`src/bbw_pkg.sv`:
```
// Shared types and codes for the bounded buffer with waiter queues.
package bbw_pkg;

    localparam int RING_DEPTH_DEF = 16;
    localparam int WAIT_DEPTH_DEF = 16;
    localparam int PID_BITS_DEF   = 8;
    localparam int ITEM_BITS_DEF  = 32;

    localparam logic [1:0] REQ_PRODUCE = 2'd0;
    localparam logic [1:0] REQ_CONSUME = 2'd1;
    localparam logic [1:0] REQ_REMOVE  = 2'd2;

    localparam logic [1:0] OP_PUSH  = 2'd0;
    localparam logic [1:0] OP_POP   = 2'd1;
    localparam logic [1:0] OP_PURGE = 2'd2;

    localparam logic SEL_SPACE = 1'b0;
    localparam logic SEL_DATA  = 1'b1;

    typedef struct packed {
        logic       go;
        logic [1:0] op;
        logic       sel;
    } t_wq_cmd;

    typedef struct packed {
        logic done;
        logic found;
    } t_wq_rsp;

endpackage

```
`src/bbw_waiters.sv`:
```
// Two waiter rings in one memory with a shared scan and compaction sequencer.
module bbw_waiters #(
    parameter int WAIT_DEPTH = bbw_pkg::WAIT_DEPTH_DEF,
    parameter int PID_BITS   = bbw_pkg::PID_BITS_DEF
) (
    input  logic                i_clk,
    input  logic                i_rst_n,
    input  bbw_pkg::t_wq_cmd    i_cmd,
    input  logic [PID_BITS-1:0] i_pid,
    output bbw_pkg::t_wq_rsp    o_rsp,
    output logic [PID_BITS-1:0] o_pid
);
    import bbw_pkg::*;

    localparam int WW = (WAIT_DEPTH > 1) ? $clog2(WAIT_DEPTH) : 1;
    localparam int CW = $clog2(WAIT_DEPTH + 1);
    localparam logic [WW-1:0] LAST = WW'(WAIT_DEPTH - 1);
    localparam logic [CW-1:0] FULL = CW'(WAIT_DEPTH);

    localparam logic [1:0] W_IDLE  = 2'd0;
    localparam logic [1:0] W_POP   = 2'd1;
    localparam logic [1:0] W_SCAN  = 2'd2;
    localparam logic [1:0] W_PURGE = 2'd3;

    logic [PID_BITS-1:0] r_mem [2][WAIT_DEPTH];
    logic [PID_BITS-1:0] r_rd;

    logic [1:0]          r_state, n_state;
    logic                r_sel, n_sel;
    logic [PID_BITS-1:0] r_pid, n_pid;
    logic [WW-1:0]       r_head [2];
    logic [WW-1:0]       n_head [2];
    logic [CW-1:0]       r_cnt [2];
    logic [CW-1:0]       n_cnt [2];
    logic [WW-1:0]       r_ptr, n_ptr;
    logic [WW-1:0]       r_wptr, n_wptr;
    logic [CW-1:0]       r_idx, n_idx;
    logic [CW-1:0]       r_keep, n_keep;
    logic                r_rv, n_rv;
    logic                r_hit, n_hit;

    logic                rd_en;
    logic                rd_sel;
    logic [WW-1:0]       rd_addr;
    logic                we;
    logic [WW-1:0]       wa;
    logic [PID_BITS-1:0] wd;
    logic [CW-1:0]       cur_cnt;
    logic [WW-1:0]       cur_head;
    logic                more;

    function automatic logic [WW-1:0] wrap_inc(input logic [WW-1:0] p);
        return (p == LAST) ? '0 : WW'(p + 1'b1);
    endfunction

    assign cur_cnt  = r_cnt[r_sel];
    assign cur_head = r_head[r_sel];
    assign more     = (r_idx != cur_cnt);
    assign o_pid    = r_rd;

    always_comb begin
        n_state = r_state;
        n_sel   = r_sel;
        n_pid   = r_pid;
        n_head  = r_head;
        n_cnt   = r_cnt;
        n_ptr   = r_ptr;
        n_wptr  = r_wptr;
        n_idx   = r_idx;
        n_keep  = r_keep;
        n_rv    = r_rv;
        n_hit   = r_hit;
        rd_en   = 1'b0;
        rd_sel  = r_sel;
        rd_addr = r_ptr;
        we      = 1'b0;
        wa      = r_ptr;
        wd      = r_pid;
        o_rsp   = '0;
        unique case (r_state)
            W_IDLE: begin
                if (i_cmd.go) begin
                    n_sel  = i_cmd.sel;
                    n_pid  = i_pid;
                    n_ptr  = r_head[i_cmd.sel];
                    n_wptr = r_head[i_cmd.sel];
                    n_idx  = '0;
                    n_keep = '0;
                    n_rv   = 1'b0;
                    n_hit  = 1'b0;
                    case (i_cmd.op)
                        OP_POP: begin
                            rd_en   = 1'b1;
                            rd_sel  = i_cmd.sel;
                            rd_addr = r_head[i_cmd.sel];
                            n_state = W_POP;
                        end
                        OP_PUSH: n_state = W_SCAN;
                        OP_PURGE: begin
                            n_sel   = SEL_SPACE;
                            n_ptr   = r_head[SEL_SPACE];
                            n_wptr  = r_head[SEL_SPACE];
                            n_state = W_PURGE;
                        end
                        default: n_state = W_IDLE;
                    endcase
                end
            end
            W_POP: begin
                o_rsp.done  = 1'b1;
                o_rsp.found = (cur_cnt != '0);
                if (cur_cnt != '0) begin
                    n_head[r_sel] = wrap_inc(cur_head);
                    n_cnt[r_sel]  = CW'(cur_cnt - 1'b1);
                end
                n_state = W_IDLE;
            end
            W_SCAN: begin
                rd_en = more;
                n_rv  = more;
                if (more) begin
                    n_ptr = wrap_inc(r_ptr);
                    n_idx = CW'(r_idx + 1'b1);
                end
                if (r_rv && r_rd == r_pid) begin
                    n_hit = 1'b1;
                end
                if (!more && !r_rv) begin
                    if (!r_hit && cur_cnt != FULL) begin
                        we           = 1'b1;
                        n_cnt[r_sel] = CW'(cur_cnt + 1'b1);
                    end
                    o_rsp.done = 1'b1;
                    n_state    = W_IDLE;
                end
            end
            W_PURGE: begin
                rd_en = more;
                n_rv  = more;
                if (more) begin
                    n_ptr = wrap_inc(r_ptr);
                    n_idx = CW'(r_idx + 1'b1);
                end
                if (r_rv && r_rd != r_pid) begin
                    we     = 1'b1;
                    wa     = r_wptr;
                    wd     = r_rd;
                    n_wptr = wrap_inc(r_wptr);
                    n_keep = CW'(r_keep + 1'b1);
                end
                if (!more && !r_rv) begin
                    n_cnt[r_sel] = r_keep;
                    if (r_sel == SEL_SPACE) begin
                        n_sel  = SEL_DATA;
                        n_ptr  = r_head[SEL_DATA];
                        n_wptr = r_head[SEL_DATA];
                        n_idx  = '0;
                        n_keep = '0;
                    end else begin
                        o_rsp.done = 1'b1;
                        n_state    = W_IDLE;
                    end
                end
            end
            default: n_state = W_IDLE;
        endcase
    end

    always_ff @(posedge i_clk) begin
        if (we) begin
            r_mem[r_sel][wa] <= wd;
        end
        if (rd_en) begin
            r_rd <= r_mem[rd_sel][rd_addr];
        end
    end

    always_ff @(posedge i_clk) begin
        if (!i_rst_n) begin
            r_state <= W_IDLE;
            r_sel   <= SEL_SPACE;
            r_head  <= '{default: '0};
            r_cnt   <= '{default: '0};
            r_ptr   <= '0;
            r_wptr  <= '0;
            r_idx   <= '0;
            r_keep  <= '0;
            r_rv    <= 1'b0;
            r_hit   <= 1'b0;
        end else begin
            r_state <= n_state;
            r_sel   <= n_sel;
            r_head  <= n_head;
            r_cnt   <= n_cnt;
            r_ptr   <= n_ptr;
            r_wptr  <= n_wptr;
            r_idx   <= n_idx;
            r_keep  <= n_keep;
            r_rv    <= n_rv;
            r_hit   <= n_hit;
        end
        r_pid <= n_pid;
    end

endmodule

```
`src/bounded_buffer_with_waiters_top.sv`:
```
// Top level: item ring, request decode and result register.
//
// Usage: drive i_req_type, i_pid and i_item_in with start high while busy is
// low; the request is taken at that clock edge and busy rises for the rest of
// its work, save for an undefined type. Each request yields exactly one
// result, shown on o_status, o_item_out, o_wake_valid and o_woken_pid for a
// single cycle with o_valid high. The receiver cannot stall; it must take the
// result in that cycle.
// An undefined request type is answered by the result register alone.
// Produce and consume that succeed pop a waiter head, then answer.
// A blocked request scans its waiter queue once, one entry a cycle through a
// single read port and compare, then answers.
// Remove compacts both queues through that port, space queue first.
// One request is in work at a time; the next may start in the cycle the
// result shows. Reset empties the ring and both waiter queues at once; no
// clearing pass is needed.
module bounded_buffer_with_waiters_top #(
    parameter int RING_DEPTH = bbw_pkg::RING_DEPTH_DEF,
    parameter int WAIT_DEPTH = bbw_pkg::WAIT_DEPTH_DEF,
    parameter int PID_BITS   = bbw_pkg::PID_BITS_DEF,
    parameter int ITEM_BITS  = bbw_pkg::ITEM_BITS_DEF
) (
    input  logic                        i_clk,
    input  logic                        i_rst_n,
    input  logic                        start,
    output logic                        busy,
    input  logic [1:0]                  i_req_type,
    input  logic [PID_BITS-1:0]         i_pid,
    input  logic signed [ITEM_BITS-1:0] i_item_in,
    output logic                        o_valid,
    output logic                        o_status,
    output logic signed [ITEM_BITS-1:0] o_item_out,
    output logic                        o_wake_valid,
    output logic [PID_BITS-1:0]         o_woken_pid
);
    import bbw_pkg::*;

    localparam int RW = $clog2(RING_DEPTH);
    localparam int FW = $clog2(RING_DEPTH + 1);
    localparam logic [RW-1:0] RLAST = RW'(RING_DEPTH - 1);
    localparam logic [FW-1:0] RFULL = FW'(RING_DEPTH);

    localparam logic S_IDLE = 1'b0;
    localparam logic S_WAIT = 1'b1;

    logic [ITEM_BITS-1:0] r_store [RING_DEPTH];
    logic [ITEM_BITS-1:0] r_item;

    logic                 r_state, n_state;
    logic [RW-1:0]        r_wslot, n_wslot;
    logic [RW-1:0]        r_rslot, n_rslot;
    logic [FW-1:0]        r_fill, n_fill;
    logic                 r_status, n_status;
    logic                 r_use_item, n_use_item;
    logic                 r_valid, n_valid;
    logic                 r_o_status, n_o_status;
    logic [ITEM_BITS-1:0] r_o_item, n_o_item;
    logic                 r_o_wv, n_o_wv;
    logic [PID_BITS-1:0]  r_o_wp, n_o_wp;

    logic                 accept;
    logic                 st_we;
    logic                 st_re;
    t_wq_cmd              wq_cmd;
    t_wq_rsp              wq_rsp;
    logic [PID_BITS-1:0]  wq_pid;

    function automatic logic [RW-1:0] ring_inc(input logic [RW-1:0] p);
        return (p == RLAST) ? '0 : RW'(p + 1'b1);
    endfunction

    assign busy   = (r_state != S_IDLE);
    assign accept = start && !busy;

    always_comb begin
        n_state    = r_state;
        n_wslot    = r_wslot;
        n_rslot    = r_rslot;
        n_fill     = r_fill;
        n_status   = r_status;
        n_use_item = r_use_item;
        n_valid    = 1'b0;
        n_o_status = r_o_status;
        n_o_item   = r_o_item;
        n_o_wv     = r_o_wv;
        n_o_wp     = r_o_wp;
        st_we      = 1'b0;
        st_re      = 1'b0;
        wq_cmd     = '0;
        unique case (r_state)
            S_IDLE: begin
                if (accept) begin
                    n_use_item = 1'b0;
                    n_status   = 1'b0;
                    unique case (i_req_type)
                        REQ_PRODUCE: begin
                            wq_cmd.go = 1'b1;
                            n_state   = S_WAIT;
                            if (r_fill == RFULL) begin
                                wq_cmd.op  = OP_PUSH;
                                wq_cmd.sel = SEL_SPACE;
                                n_status   = 1'b1;
                            end else begin
                                st_we      = 1'b1;
                                n_wslot    = ring_inc(r_wslot);
                                n_fill     = FW'(r_fill + 1'b1);
                                wq_cmd.op  = OP_POP;
                                wq_cmd.sel = SEL_DATA;
                            end
                        end
                        REQ_CONSUME: begin
                            wq_cmd.go = 1'b1;
                            n_state   = S_WAIT;
                            if (r_fill == '0) begin
                                wq_cmd.op  = OP_PUSH;
                                wq_cmd.sel = SEL_DATA;
                                n_status   = 1'b1;
                            end else begin
                                st_re      = 1'b1;
                                n_use_item = 1'b1;
                                n_rslot    = ring_inc(r_rslot);
                                n_fill     = FW'(r_fill - 1'b1);
                                wq_cmd.op  = OP_POP;
                                wq_cmd.sel = SEL_SPACE;
                            end
                        end
                        REQ_REMOVE: begin
                            wq_cmd.go  = 1'b1;
                            wq_cmd.op  = OP_PURGE;
                            wq_cmd.sel = SEL_SPACE;
                            n_state    = S_WAIT;
                        end
                        default: begin
                            n_valid    = 1'b1;
                            n_o_status = 1'b0;
                            n_o_item   = '0;
                            n_o_wv     = 1'b0;
                            n_o_wp     = '0;
                        end
                    endcase
                end
            end
            S_WAIT: begin
                if (wq_rsp.done) begin
                    n_valid    = 1'b1;
                    n_o_status = r_status;
                    n_o_item   = r_use_item ? r_item : '0;
                    n_o_wv     = wq_rsp.found;
                    n_o_wp     = wq_rsp.found ? wq_pid : '0;
                    n_state    = S_IDLE;
                end
            end
            default: n_state = S_IDLE;
        endcase
    end

    always_ff @(posedge i_clk) begin
        if (st_we) begin
            r_store[r_wslot] <= i_item_in;
        end
        if (st_re) begin
            r_item <= r_store[r_rslot];
        end
    end

    always_ff @(posedge i_clk) begin
        if (!i_rst_n) begin
            r_state <= S_IDLE;
            r_wslot <= '0;
            r_rslot <= '0;
            r_fill  <= '0;
            r_valid <= 1'b0;
        end else begin
            r_state <= n_state;
            r_wslot <= n_wslot;
            r_rslot <= n_rslot;
            r_fill  <= n_fill;
            r_valid <= n_valid;
        end
        r_status   <= n_status;
        r_use_item <= n_use_item;
        r_o_status <= n_o_status;
        r_o_item   <= n_o_item;
        r_o_wv     <= n_o_wv;
        r_o_wp     <= n_o_wp;
    end

    bbw_waiters #(
        .WAIT_DEPTH (WAIT_DEPTH),
        .PID_BITS   (PID_BITS)
    ) u_waiters (
        .i_clk   (i_clk),
        .i_rst_n (i_rst_n),
        .i_cmd   (wq_cmd),
        .i_pid   (i_pid),
        .o_rsp   (wq_rsp),
        .o_pid   (wq_pid)
    );

    assign o_valid      = r_valid;
    assign o_status     = r_o_status;
    assign o_item_out   = r_o_item;
    assign o_wake_valid = r_o_wv;
    assign o_woken_pid  = r_o_wp;

endmodule

```
`config.mk`:
```
export PLATFORM = sky130hd
export DESIGN_NAME = bounded_buffer_with_waiters_top
export DESIGN_NICKNAME = d
export VERILOG_FILES = /design/src/bbw_pkg.sv /design/src/bbw_waiters.sv /design/src/bounded_buffer_with_waiters_top.sv
export SDC_FILE = /design/constraint.sdc
export NUM_CORES = 1
export LEC_CHECK = 0
export CORE_AREA = 2 2 275 250
export DETAILED_ROUTE_END_ITERATION = 12
export DIE_AREA = 0 0 277 252
export DONT_BUFFER_PORTS = 1
export GPL_ROUTABILITY_DRIVEN = 0
export PLACE_DENSITY = 0.7
export SETUP_SLACK_MARGIN = 0.3
export SLEW_MARGIN = 30
export SYNTH_ARGS = -nofsm -noshare
export SYNTH_HDL_FRONTEND = slang
export SYNTH_SLANG_ARGS = --single-unit
```
`constraint.sdc`:
```
create_clock -name i_clk -period 8.6 [get_ports i_clk]
set_input_delay 0 -clock i_clk [delete_from_list [all_inputs] [get_ports i_clk]]
set_output_delay 0 -clock i_clk [all_outputs]
set_load 0.005 [all_outputs]
```
---- Word level (Yosys, flattened, before mapping) ----
Memories as Yosys holds them, arrays and structs flattened. A register that Yosys moved wholly into a read port is not among the register bits.
Cells that the tools add are included.
word-level totals
  register bits ........................... 116
  RAM bits ................................ 768
  bits of input ports ..................... 45
  output and inout port bits .............. 44
  memories kept ........................... 2
cells by class
  add/sub/neg operators ................... 11
  magnitude comparators ................... 6
  equality and inequality tests ........... 29
  mux-type cells .......................... 134
  bitwise operators ....................... 7
  reductions and logical operators ........ 38
memory list
  memory           words  width  rd ports  clocked after Yosys merged registers in  write ports  RTL line                               source
  r_store          16     32     1         1                                        1            bounded_buffer_with_waiters_top.sv:46  logic [ITEM_BITS-1:0] r_store [RING_DEPTH];
  u_waiters.r_mem  2      128    1         0                                        1            bbw_waiters.sv:25                      logic [PID_BITS-1:0] r_mem [2][WAIT_DEPTH];
operators with widths
  operator             count
  $mux 128             1
  $mux 32              4
  $mux 4               27
  $mux 8               9
  $mux 5               13
  $pmux 32 s2          1
  $mux 1               40
  $mux 10              4
  $bmux 8 s4           1
  $demux 8 s4          1
  $bwmux 10            3
  $pmux 10 s3          1
  $pmux 4 s3           2
  $add 4x1->4 const B  5
  $add 5x1->5 const B  4
  $eq 4x4->1 const B   5
  $pmux 1 s2           10
  $pmux 5 s2           2
  $ne 2x1->1 const B   8
  $pmux 8 s2           1
  $pmux 5 s3           1
  $mux 2               6
  $reduce_and 2->1     6
  $reduce_and 4->1     3
  other kinds (34)     67

---- Longest topological paths before layout ----
Gate-level depths: netlist of run 1.
  depth after elaboration ................. 16
  mapped depth ............................ 17
  gate-level depth less buffers ........... 13

---- Cells and area by module ----
A second synthesis of run 1 with hierarchy kept.
unflattened totals
  cell total of the unflattened synthesis .. 2087
  area total of the unflattened synthesis .. 36535.0 um2
modules (own cells, without submodules)
  module                           instances  cells an instance  area an instance (um2)  sequential area each (um2)
  bounded_buffer_with_waiters_top  1          1033               22749.3                 17957.2
  bbw_waiters                      1          1054               13785.7                 8988.6

---- Least setup slack after synthesis of run 1 ----
No wires, ideal clock.
  kind .................................... register -> register
  start point ............................. register r_fill[4]
  end point ............................... register u_waiters.r_rd[0], in the netlist u_waiters.o_pid[0], data pin
  library setup time ...................... 0.265 ns
  arrival time ............................ 5.797 ns
  data required time ...................... 8.335 ns
  setup slack ............................. 2.538 ns
  cell stages (with the launch flop) ...... 15
  buffers on the path ..................... 3
  clock period less this slack ............ 6.062 ns
  path through ............................ dfxtp_1 > clkbuf_1 > nor2_1 > nor3_1 > or2_2 > clkbuf_1 > ha_1 > nor3b_1 > and3_1 > clkbuf_1 > nand2_1 > o22ai_1 > a31oi_1 > a22oi_1 > nand3_1
on the way
  longest elaborated chain between the ends .. 16
  elaborated cells on any way between the ends .. 23
RTL lines
  what                                                  RTL line                                                                       source
  start: declaration                                    bounded_buffer_with_waiters_top.sv:52                                          logic [FW-1:0] r_fill, n_fill;
  start signal: assignment                              bounded_buffer_with_waiters_top.sv:177                                         r_fill <= n_fill;
  $eq 5x5->1 / $logic_not 5->1 (equally long branches)  bounded_buffer_with_waiters_top.sv:99, bounded_buffer_with_waiters_top.sv:114
  $mux 2, on equally long branches                      bounded_buffer_with_waiters_top.sv:99, bounded_buffer_with_waiters_top.sv:114
  $pmux 4 s3 *                                          bounded_buffer_with_waiters_top.sv:95                                          unique case (i_req_type)
  $mux 4 *                                              bounded_buffer_with_waiters_top.sv:92                                          if (accept) begin
  $mux 4 *                                              bounded_buffer_with_waiters_top.sv:90                                          unique case (r_state)
  $not 1->2 (implied by the code)                       bbw_waiters.sv:95                                                              rd_addr = r_head[i_cmd.sel];
  $mux 4 (implied by the code) (3 in a row)             bbw_waiters.sv:95
  $mux 4                                                bbw_waiters.sv:91                                                              case (i_cmd.op)
  $mux 4                                                bbw_waiters.sv:82                                                              if (i_cmd.go) begin
  $mux 4                                                bbw_waiters.sv:80                                                              unique case (r_state)
  $not 4->5 (implied by the code)                       bbw_waiters.sv:174                                                             r_rd <= r_mem[rd_sel][rd_addr];
  $bmux 8 s4 *                                          bbw_waiters.sv:174
  $mux 8 (implied by the code) * (2 in a row)           bbw_waiters.sv:174
  end signal: assignment                                bbw_waiters.sv:174
  end: declaration                                      bbw_waiters.sv:26                                                              logic [PID_BITS-1:0] r_rd;
Every way passes the cells marked *; elsewhere a longest branch is shown, timed or not. The select of a mux whose other input is x is not followed.
A chain may end at the register's enable or synchronous reset.

---- Worst setup path after layout of run 1 ----
  start point ............................. register r_state, in the netlist busy
  end point ............................... register u_waiters.r_rd[3], in the netlist u_waiters.o_pid[3], data pin
on the way
  longest elaborated chain between the ends .. 15
  elaborated cells on any way between the ends .. 20
RTL lines
  what                                         RTL line                                source
  start: declaration                           bounded_buffer_with_waiters_top.sv:49   logic r_state, n_state;
  start signal: assignment                     bounded_buffer_with_waiters_top.sv:174  r_state <= n_state;
  $logic_not 1->1                              bounded_buffer_with_waiters_top.sv:73   assign accept = start && !busy;
  $logic_and 1x1->1                            bounded_buffer_with_waiters_top.sv:73
  $mux 4                                       bounded_buffer_with_waiters_top.sv:92
  $mux 4 *                                     bounded_buffer_with_waiters_top.sv:90
  $not 1->2 (implied by the code)              bbw_waiters.sv:95
  $mux 4 (implied by the code) (3 in a row)    bbw_waiters.sv:95
  $mux 4                                       bbw_waiters.sv:91
  $mux 4                                       bbw_waiters.sv:82
  $mux 4                                       bbw_waiters.sv:80
  $not 4->5 (implied by the code)              bbw_waiters.sv:174
  $bmux 8 s4 *                                 bbw_waiters.sv:174
  $mux 8 (implied by the code) * (2 in a row)  bbw_waiters.sv:174
Marked as above.

==> results of run 1 <==
==> cell families (layout without fill, tap and decap cells) <==
kind of cell | after synthesis | in the layout
compound gates | 273 | 273
xor+xnor | 35 | 35
fa+ha+maj | 18 | 18
buf+inv | 135 | 280
flops | 916 | 916
mux | 205 | 205
other cells | 0 | 3
simple gates | 545 | 545
==> worst max-delay path, delay by kind of cell, from the launching register on <==
family          cells  cell delay, ns
compound gates      3            1.06
fa+ha+maj           1            0.16
buf+inv             2            1.44
flops               1            0.32
mux                 1            0.31
simple gates        7            2.40
==> repair_timing <==
item | 4_1_cts | 5_1_grt
endpoints found under the hold margin | 580 | 0
hold buffers | 54 | 0
setup endpoints to repair | 0 | 0
==> final cells by class <==
class / instances / area (µm²)
well taps: 874 / 1090
multi-input cells: 1076 / 9220
repair buffers: 94 / 897
diodes: 3 / 7.51
fillers: 4690 / 25600
inverters: 24 / 90.1
clock buffers: 103 / 2300
flip-flops and latches: 916 / 27000
clock inverters: 59 / 503
==> power by group through the flow <==
stage | clock network [mW] | registers, mW | logic [mW]
2_1_floorplan | 0 | 5.06 | 0.409
3_3_place_gp | 0 | 5.08 | 0.535
3_5_place_dp | 0 | 5.08 | 0.549
4_1_cts | 3.81 | 4.99 | 0.606
5_1_grt | 3.97 | 4.99 | 0.672
6_report | 3.76 | 4.99 | 0.618
==> registers in the layout, summed over array words and instances (netlist names), 2 cells and up <==
| register | cells |
|---|---|
| o_item_out | 32 |
| o_woken_pid | 8 |
| r_fill | 5 |
| r_item | 32 |
| r_rslot | 4 |
| r_store | 512 |
| r_wslot | 4 |
| u_waiters.o_pid | 8 |
| u_waiters.r_cnt | 10 |
| u_waiters.r_head | 8 |
| u_waiters.r_idx | 5 |
| u_waiters.r_keep | 5 |
| u_waiters.r_mem | 256 |
| u_waiters.r_pid | 8 |
| u_waiters.r_ptr | 4 |
| u_waiters.r_state | 2 |
| u_waiters.r_wptr | 4 |
==> worst min-delay path by stage <==
| stage | end |
|---|---|
| 3_3_place_gp | u_waiters.r_pid[0] |
| 3_5_place_dp | u_waiters.r_pid[7] |
| 6_report | u_waiters.r_pid[3] |
| 4_1_cts | u_waiters.r_pid[3] |
| 2_1_floorplan | r_store[0][0] |
| 5_1_grt | u_waiters.r_pid[3] |
==> metrics by stage <==
step	setup WS, ns	cell area, µm²	total power [mW]
after global routing	2.13	41100	9.64
after global placement	3.42	37600	5.62
after CTS	2.77	41000	9.41
final	2.62	41100	9.36
after floorplan	2.54	36500	5.47
after detailed placement	3.15	37600	5.63
==> cells in the mapped netlist, drive strengths merged, types with 18 or more instances <==
library cell / number / area share, %
a21boi: 19 / 0.39
and2: 26 / 0.45
mux4: 160 / 9.9
inv: 23 / 0.24
dfxtp: 56 / 3.1
nand3: 55 / 0.75
clkbuf: 82 / 0.84
a21oi: 55 / 0.75
a31oi: 23 / 0.39
nor2b: 18 / 0.31
o21ai: 41 / 0.56
and3: 35 / 0.60
edfxtp: 860 / 71
buf: 29 / 0.44
a221oi: 20 / 0.48
nor2: 95 / 0.98
nand2: 246 / 2.5
xnor2: 28 / 0.67
mux2i: 40 / 1.1
a22oi: 23 / 0.47
==> metal layers <==
layer,vias up,GRT usage (%),part of all wire [%]
met5,-,0,0.049
met1,10200,34.8,40
met3,181,5.03,10
met2,1118,38.5,48
met4,8,7.30,2.4
li1,8587,-,-
==> impl_metrics.py, run 1 <==
metrics = {
    "timing": {
        "period_minus_slack_ns": 5.98,
        "setup_viol": 0,
        "timing.hold.ws_ns": 0.0335,
        "slew-limit-headroom_pct": 32.2,
        "setup_tns_ns": 0,
        "fin_skew_ns": 0.0413,
        "fmax_ghz": 0.167,
        "rsz0062_at_grt": "false",
        "hold_violations": 0,
        "drv_slew": 0,
        "min_period_over_period_pct": 69.5,
        "worst_pin_slew_ns": 1.01,
    },
    "power": {
        "switchingPower_mw": 2.09,
        "p_comb_share_pct": 6.6,
        "pwr-share-clk_pct": 40.1,
        "seqPwrFrac_pct": 53.3,
        "intPower_mw": 7.28,
        "p_sw_share_pct": 22.3,
        "irDropWorstVdd_mv": 0.185,
        "power.density_mw_per_mm2": 228,
        "p_leak_nw": 13.0,
    },
    "final_layout": {
        "area_growth_pct": 12.4,
        "nNetsFinal": 2263,
        "finalNonFillerCells": 3149,
        "final_common_cell": "edfxtp_1",
        "fin_util_pct": 61.6,
        "drive_gt1_share_pct": 17.0,
        "most-common-layout-cells": "860 x edfxtp_1, 238 x nand2_1, 160 x mux4_2",
    },
    "logic_synthesis": {
        "synthMuxAreaShare_pct": 11.1,
        "synth_top_flop_cell": "edfxtp_1",
        "yosysUniqueCellTypes": 71,
        "avgSynthCellArea_um2": 17.2,
        "synth_nets": 2190,
        "synth_top_family_by_area": "multiplexers",
        "ys_seq_area_share_pct": 73.8,
        "synthAdderAreaFrac_pct": 0.637,
        "ys_warn_count": 0,
        "async_flop_share_pct": 0,
        "synth_compound_area_share_pct": 5.21,
        "synth_area_mm2": 0.0365,
        "synthSimpleGateAreaFrac_pct": 6.91,
        "synth-xor-area-share_pct": 0.839,
        "syn_inst": 2127,
        "synth_seq_cells": 916,
        "synth_edf_count": 860,
    },
    "worst_hold_path": {
        "min-delay-start": "i_pid[3]",
        "whs_path_depth": 1,
        "hold_path.class": "input port to flip-flop",
    },
    "setup_path": {
        "crit_chain": "nand2b_1 > a2111oi_2 > dlygate4sd3_1 > or2_2 > ha_1 > nor3b_1 > nand3_1 > nand2b_1 > and2_2 > buf_4 > mux2i_1 > a221oi_1 > a32oi_1 > nand3_1",
        "crit_path_end_kind": "flip-flop",
        "cp.required_ns": 8.99,
        "crit_fanout": 71,
        "r2r-start": "busy",
        "reg2reg_setup_slack_ns": 2.62,
        "slowest_delay_ns": 0.76,
        "worst_r2r_path_depth": 14,
        "crit_type": "flip-flop to flip-flop",
        "crit_end": "u_waiters.o_pid[3]",
        "cp-start-kind": "flip-flop",
        "r2r-end": "u_waiters.o_pid[3]",
        "cpMaxStageDelayCell": "dlygate4sd3_1",
        "critPathLaunch": "busy",
        "cp.arrival_ns": 6.37,
    },
    "placement": {
        "dp_hpwl_um": 48700,
        "dp.cells": 2928,
        "port_buffers": 0,
    },
    "floorplan": {
        "rows": 90,
        "die_area_mm2": 0.0698,
        "core_mm2": 0.0667,
        "start_util_pct": 54.8,
        "io_pins": 89,
        "fp.dieH_um": 252,
        "die_x_um": 277,
    },
    "grt": {
        "grtUsageTotal_pct": 24.4,
        "grt_start_max_net_pins": 114,
        "grt_pass1_vias": 20000,
        "antenna_found_initial": 7,
        "grt_pass1_wl_um": 126000,
        "overflow": 0,
    },
    "detailed_routing": {
        "wl_per_cell_um": 26.8,
        "firstDrtPassIters": 6,
        "drtIter0Drc": 2515,
        "via_count": 20100,
        "ant_nets": 0,
        "wirelength_um": 84400,
        "vias_per_cell": 6.38,
        "drc": 0,
    },
    "cts": {
        "cts-htree-levels": 3,
        "cts_resized": 0,
        "cts_buffers": 88,
        "clock_sinks": 916,
        "cts_tree": "built",
        "cts_buffer_depth": 3,
        "clk-insertion-delay-late_ns": 0.66,
        "post_cts_buffers": 0,
        "cts-root-buf": "clkbuf_16",
        "clkTransAtPathRegs_ns": 0.06,
    },
    "run_status": {
        "status": "finished clean",
    },
    "job": {
        "drv_cap": 0,
    },
}
Note: power is estimated with default switching activity, not from simulation.
==> run 2, diff against run 1 <==
--- a/config.mk
+++ b/config.mk
@@ -10,7 +10,7 @@
 export DIE_AREA = 0 0 277 252
 export DONT_BUFFER_PORTS = 1
 export GPL_ROUTABILITY_DRIVEN = 0
-export PLACE_DENSITY = 0.7
+export PLACE_DENSITY = 0.73
 export SETUP_SLACK_MARGIN = 0.3
 export SLEW_MARGIN = 30
 export SYNTH_ARGS = -nofsm -noshare
==> constraint.sdc (replaced) <==
create_clock -name i_clk -period 5.45 [get_ports i_clk]
set_input_delay 0 -clock i_clk [delete_from_list [all_inputs] [get_ports i_clk]]
set_output_delay 0 -clock i_clk [all_outputs]
set_load 0.005 [all_outputs]
==> impl_metrics.py, run 2 (synthesis results as in run 1) <==
metrics = {
    "placement": {
        "place_area_mm2": 0.0377,
        "pre_cts_slack_ns": 0.853,
        "dp_hpwl_um": 49100,
        "dp.cells": 2939,
        "port_buffers": 0,
    },
    "job": {
        "drv_cap": 0,
    },
    "power": {
        "p_sw_share_pct": 22.5,
        "switchingPower_mw": 3.32,
        "seqPwrFrac_pct": 53.3,
        "p_leak_nw": 13.1,
        "intPower_mw": 11.4,
        "power.density_mw_per_mm2": 358,
        "pwr-share-clk_pct": 39.9,
        "power_mw": 14.8,
        "p_comb_share_pct": 6.8,
        "irDropWorstVdd_mv": 0.285,
    },
    "grt": {
        "gr-usage-met1_pct": 33.4,
        "grt-busiest-layer": "met2",
        "antenna_found_initial": 4,
        "grt_start_max_net_pins": 114,
        "grtUsageMet3_pct": 5.07,
        "overflow": 0,
        "grtUsageMet2_pct": 40.1,
        "grt_pass1_wl_um": 128000,
        "grtUsageTotal_pct": 24.6,
        "grt_pass1_vias": 20200,
    },
    "setup_path": {
        "crit_end": "u_waiters.o_pid[6]",
        "reg2reg_setup_slack_ns": 0.71,
        "r2r-end": "u_waiters.o_pid[6]",
        "crit_path_end_kind": "flip-flop",
        "cp.arrival_ns": 5.14,
        "cp-start-kind": "flip-flop",
        "critical_path_buf_inv_count": 2,
        "crit_family": "simple AND/OR/NAND/NOR gates",
        "cpMaxStageDelayCell": "nor4_2",
        "critPathLaunch": "r_fill[0]",
        "crit_chain": "nor4_2 > a2111oi_2 > buf_4 > or2_2 > ha_1 > nor3b_1 > nand3_1 > buf_4 > a211o_1 > nand2_2 > a221oi_1 > a221oi_1 > a22oi_1 > nand3_1",
        "crit_type": "flip-flop to flip-flop",
        "crit_fanout": 47,
        "cp_num_cells": 14,
        "worst_r2r_path_depth": 14,
        "slowest_delay_ns": 0.66,
        "r2r-start": "r_fill[0]",
        "cp.required_ns": 5.86,
    },
    "final_layout": {
        "multiInputGateArea_mm2": 0.00921,
        "area_growth_pct": 12.7,
        "finalNonFillerCells": 3158,
        "most-common-layout-cells": "860 x edfxtp_1, 240 x nand2_1, 160 x mux4_2",
        "design_area_mm2": 0.0412,
        "fill_cells": 4582,
        "reg_top3": "r_store (512), u_waiters.r_mem (256)",
        "final_common_cell": "edfxtp_1",
        "final-seq-area_mm2": 0.0270,
        "drive_gt1_share_pct": 17.4,
        "largest_reg_flops": 512,
        "regMostFlops": "r_store",
        "nNetsFinal": 2278,
    },
    "timing": {
        "slew-limit-headroom_pct": 31.6,
        "rsz0062_at_grt": "false",
        "setup_viol": 0,
        "hold_violations": 0,
        "setup_tns_ns": 0,
        "fin_skew_ns": 0.0420,
        "period_minus_slack_ns": 4.74,
        "fmax_ghz": 0.211,
        "min_period_over_period_pct": 87.0,
        "fin_ws_ns": 0.711,
        "drv_slew": 0,
        "worst_pin_slew_ns": 1.02,
    },
    "detailed_routing": {
        "firstDrtPassIters": 9,
        "drc": 0,
        "drtIter0Drc": 2616,
        "vias_per_cell": 6.43,
        "via_count": 20300,
        "wl_per_cell_um": 26.9,
        "wirelength_um": 84900,
        "ant_nets": 0,
    },
    "floorplan": {
        "fp.dieH_um": 252,
        "start_util_pct": 54.8,
        "rows": 90,
        "io_pins": 89,
        "die_area_mm2": 0.0698,
        "core_mm2": 0.0667,
        "die_x_um": 277,
    },
    "cts": {
        "cts_buffer_depth": 3,
        "clock_sinks": 916,
        "cts_buffers": 90,
        "cts_tree": "built",
        "cts_resized": 0,
        "cts-root-buf": "clkbuf_16",
        "clk-insertion-delay-late_ns": 0.66,
        "cts-htree-levels": 3,
        "clkTransAtPathRegs_ns": 0.07,
        "post_cts_buffers": 0,
    },
    "worst_hold_path": {
        "hold_path.class": "input port to flip-flop",
    },
    "run_status": {
        "status": "finished clean",
    },
}
==> run 2: cell types whose count changed in the layout (fill, tap and decap cells not counted), sizes merged <==
cell         before  now
clkinvlp          2    5
clkinv           49   44
inv              25   28
bufinv            7    5
dlygate4sd3      53   54
buf              41   53
diode             3    1
clkbuf          103  102
==> run 2: per-stage QoR <==
stage,hold slack (ns),utilization [%]
after floorplan,0.0989,-
after global placement,0.0990,56.5
after detailed placement,0.0989,56.6
after CTS,0.103,61.6
after global routing,0.174,61.8
final,0.161,61.8
==> run 2: power by group through the flow <==
stage                     Combinational, mW  Sequential [mW]  Clock [mW]
after detailed placement              0.888             8.02           0
after CTS                             0.981             7.87        5.96
after global placement                0.860             8.01           0
final                                  1.00             7.87        5.88
after floorplan                       0.647             7.98           0
after global routing                   1.08             7.87        6.24
==> run 2: layout make-up <==
class / instances / share of cell area [%]
Clock inverter: 58 / 1.11
Multi-Input combinational cell: 1076 / 22.4
Tap cell: 874 / 2.66
Clock buffer: 102 / 5.63
Inverter: 24 / 0.219
Sequential cell: 916 / 65.5
Timing Repair Buffer: 107 / 2.52
Antenna cell: 1 / 0.00608
==> run 2: what timing repair did <==
action	CTS	global route
hold buffers	55	0
setup endpoints to repair	0	0
endpoints found under the hold margin	580	0
==> run 2: per-layer routing <==
layer	wire length (µm)	vias to the layer above	part of all wire (%)
met5	39	-	0.046
met4	2630	6	3.1
met3	7960	208	9.4
met2	41200	1124	49
met1	33100	10400	39
li1	-	8612	-
==> run 2: worst min-delay path by stage <==
stage | startpoint | to | depth (start not counted)
final | i_req_type[0] | u_waiters.r_hit | 4
after global routing | i_req_type[0] | u_waiters.r_hit | 4
after CTS | i_req_type[0] | u_waiters.r_hit | 4
after detailed placement | i_pid[1] | u_waiters.r_pid[1] | 0
after global placement | i_pid[7] | u_waiters.r_pid[7] | 0
after floorplan | i_item_in[0] | r_store[0][0] | 0
==> run 2: worst reg2reg max path: cells and delay by family, from the launching register on <==
family                     cells  cell delay (ns)
adders and majority gates      1             0.20
buffers and inverters          2             0.43
and+or+nand+nor                6             2.06
DFF                            1             0.37
AOI/OAI and AO/OA              5             1.46
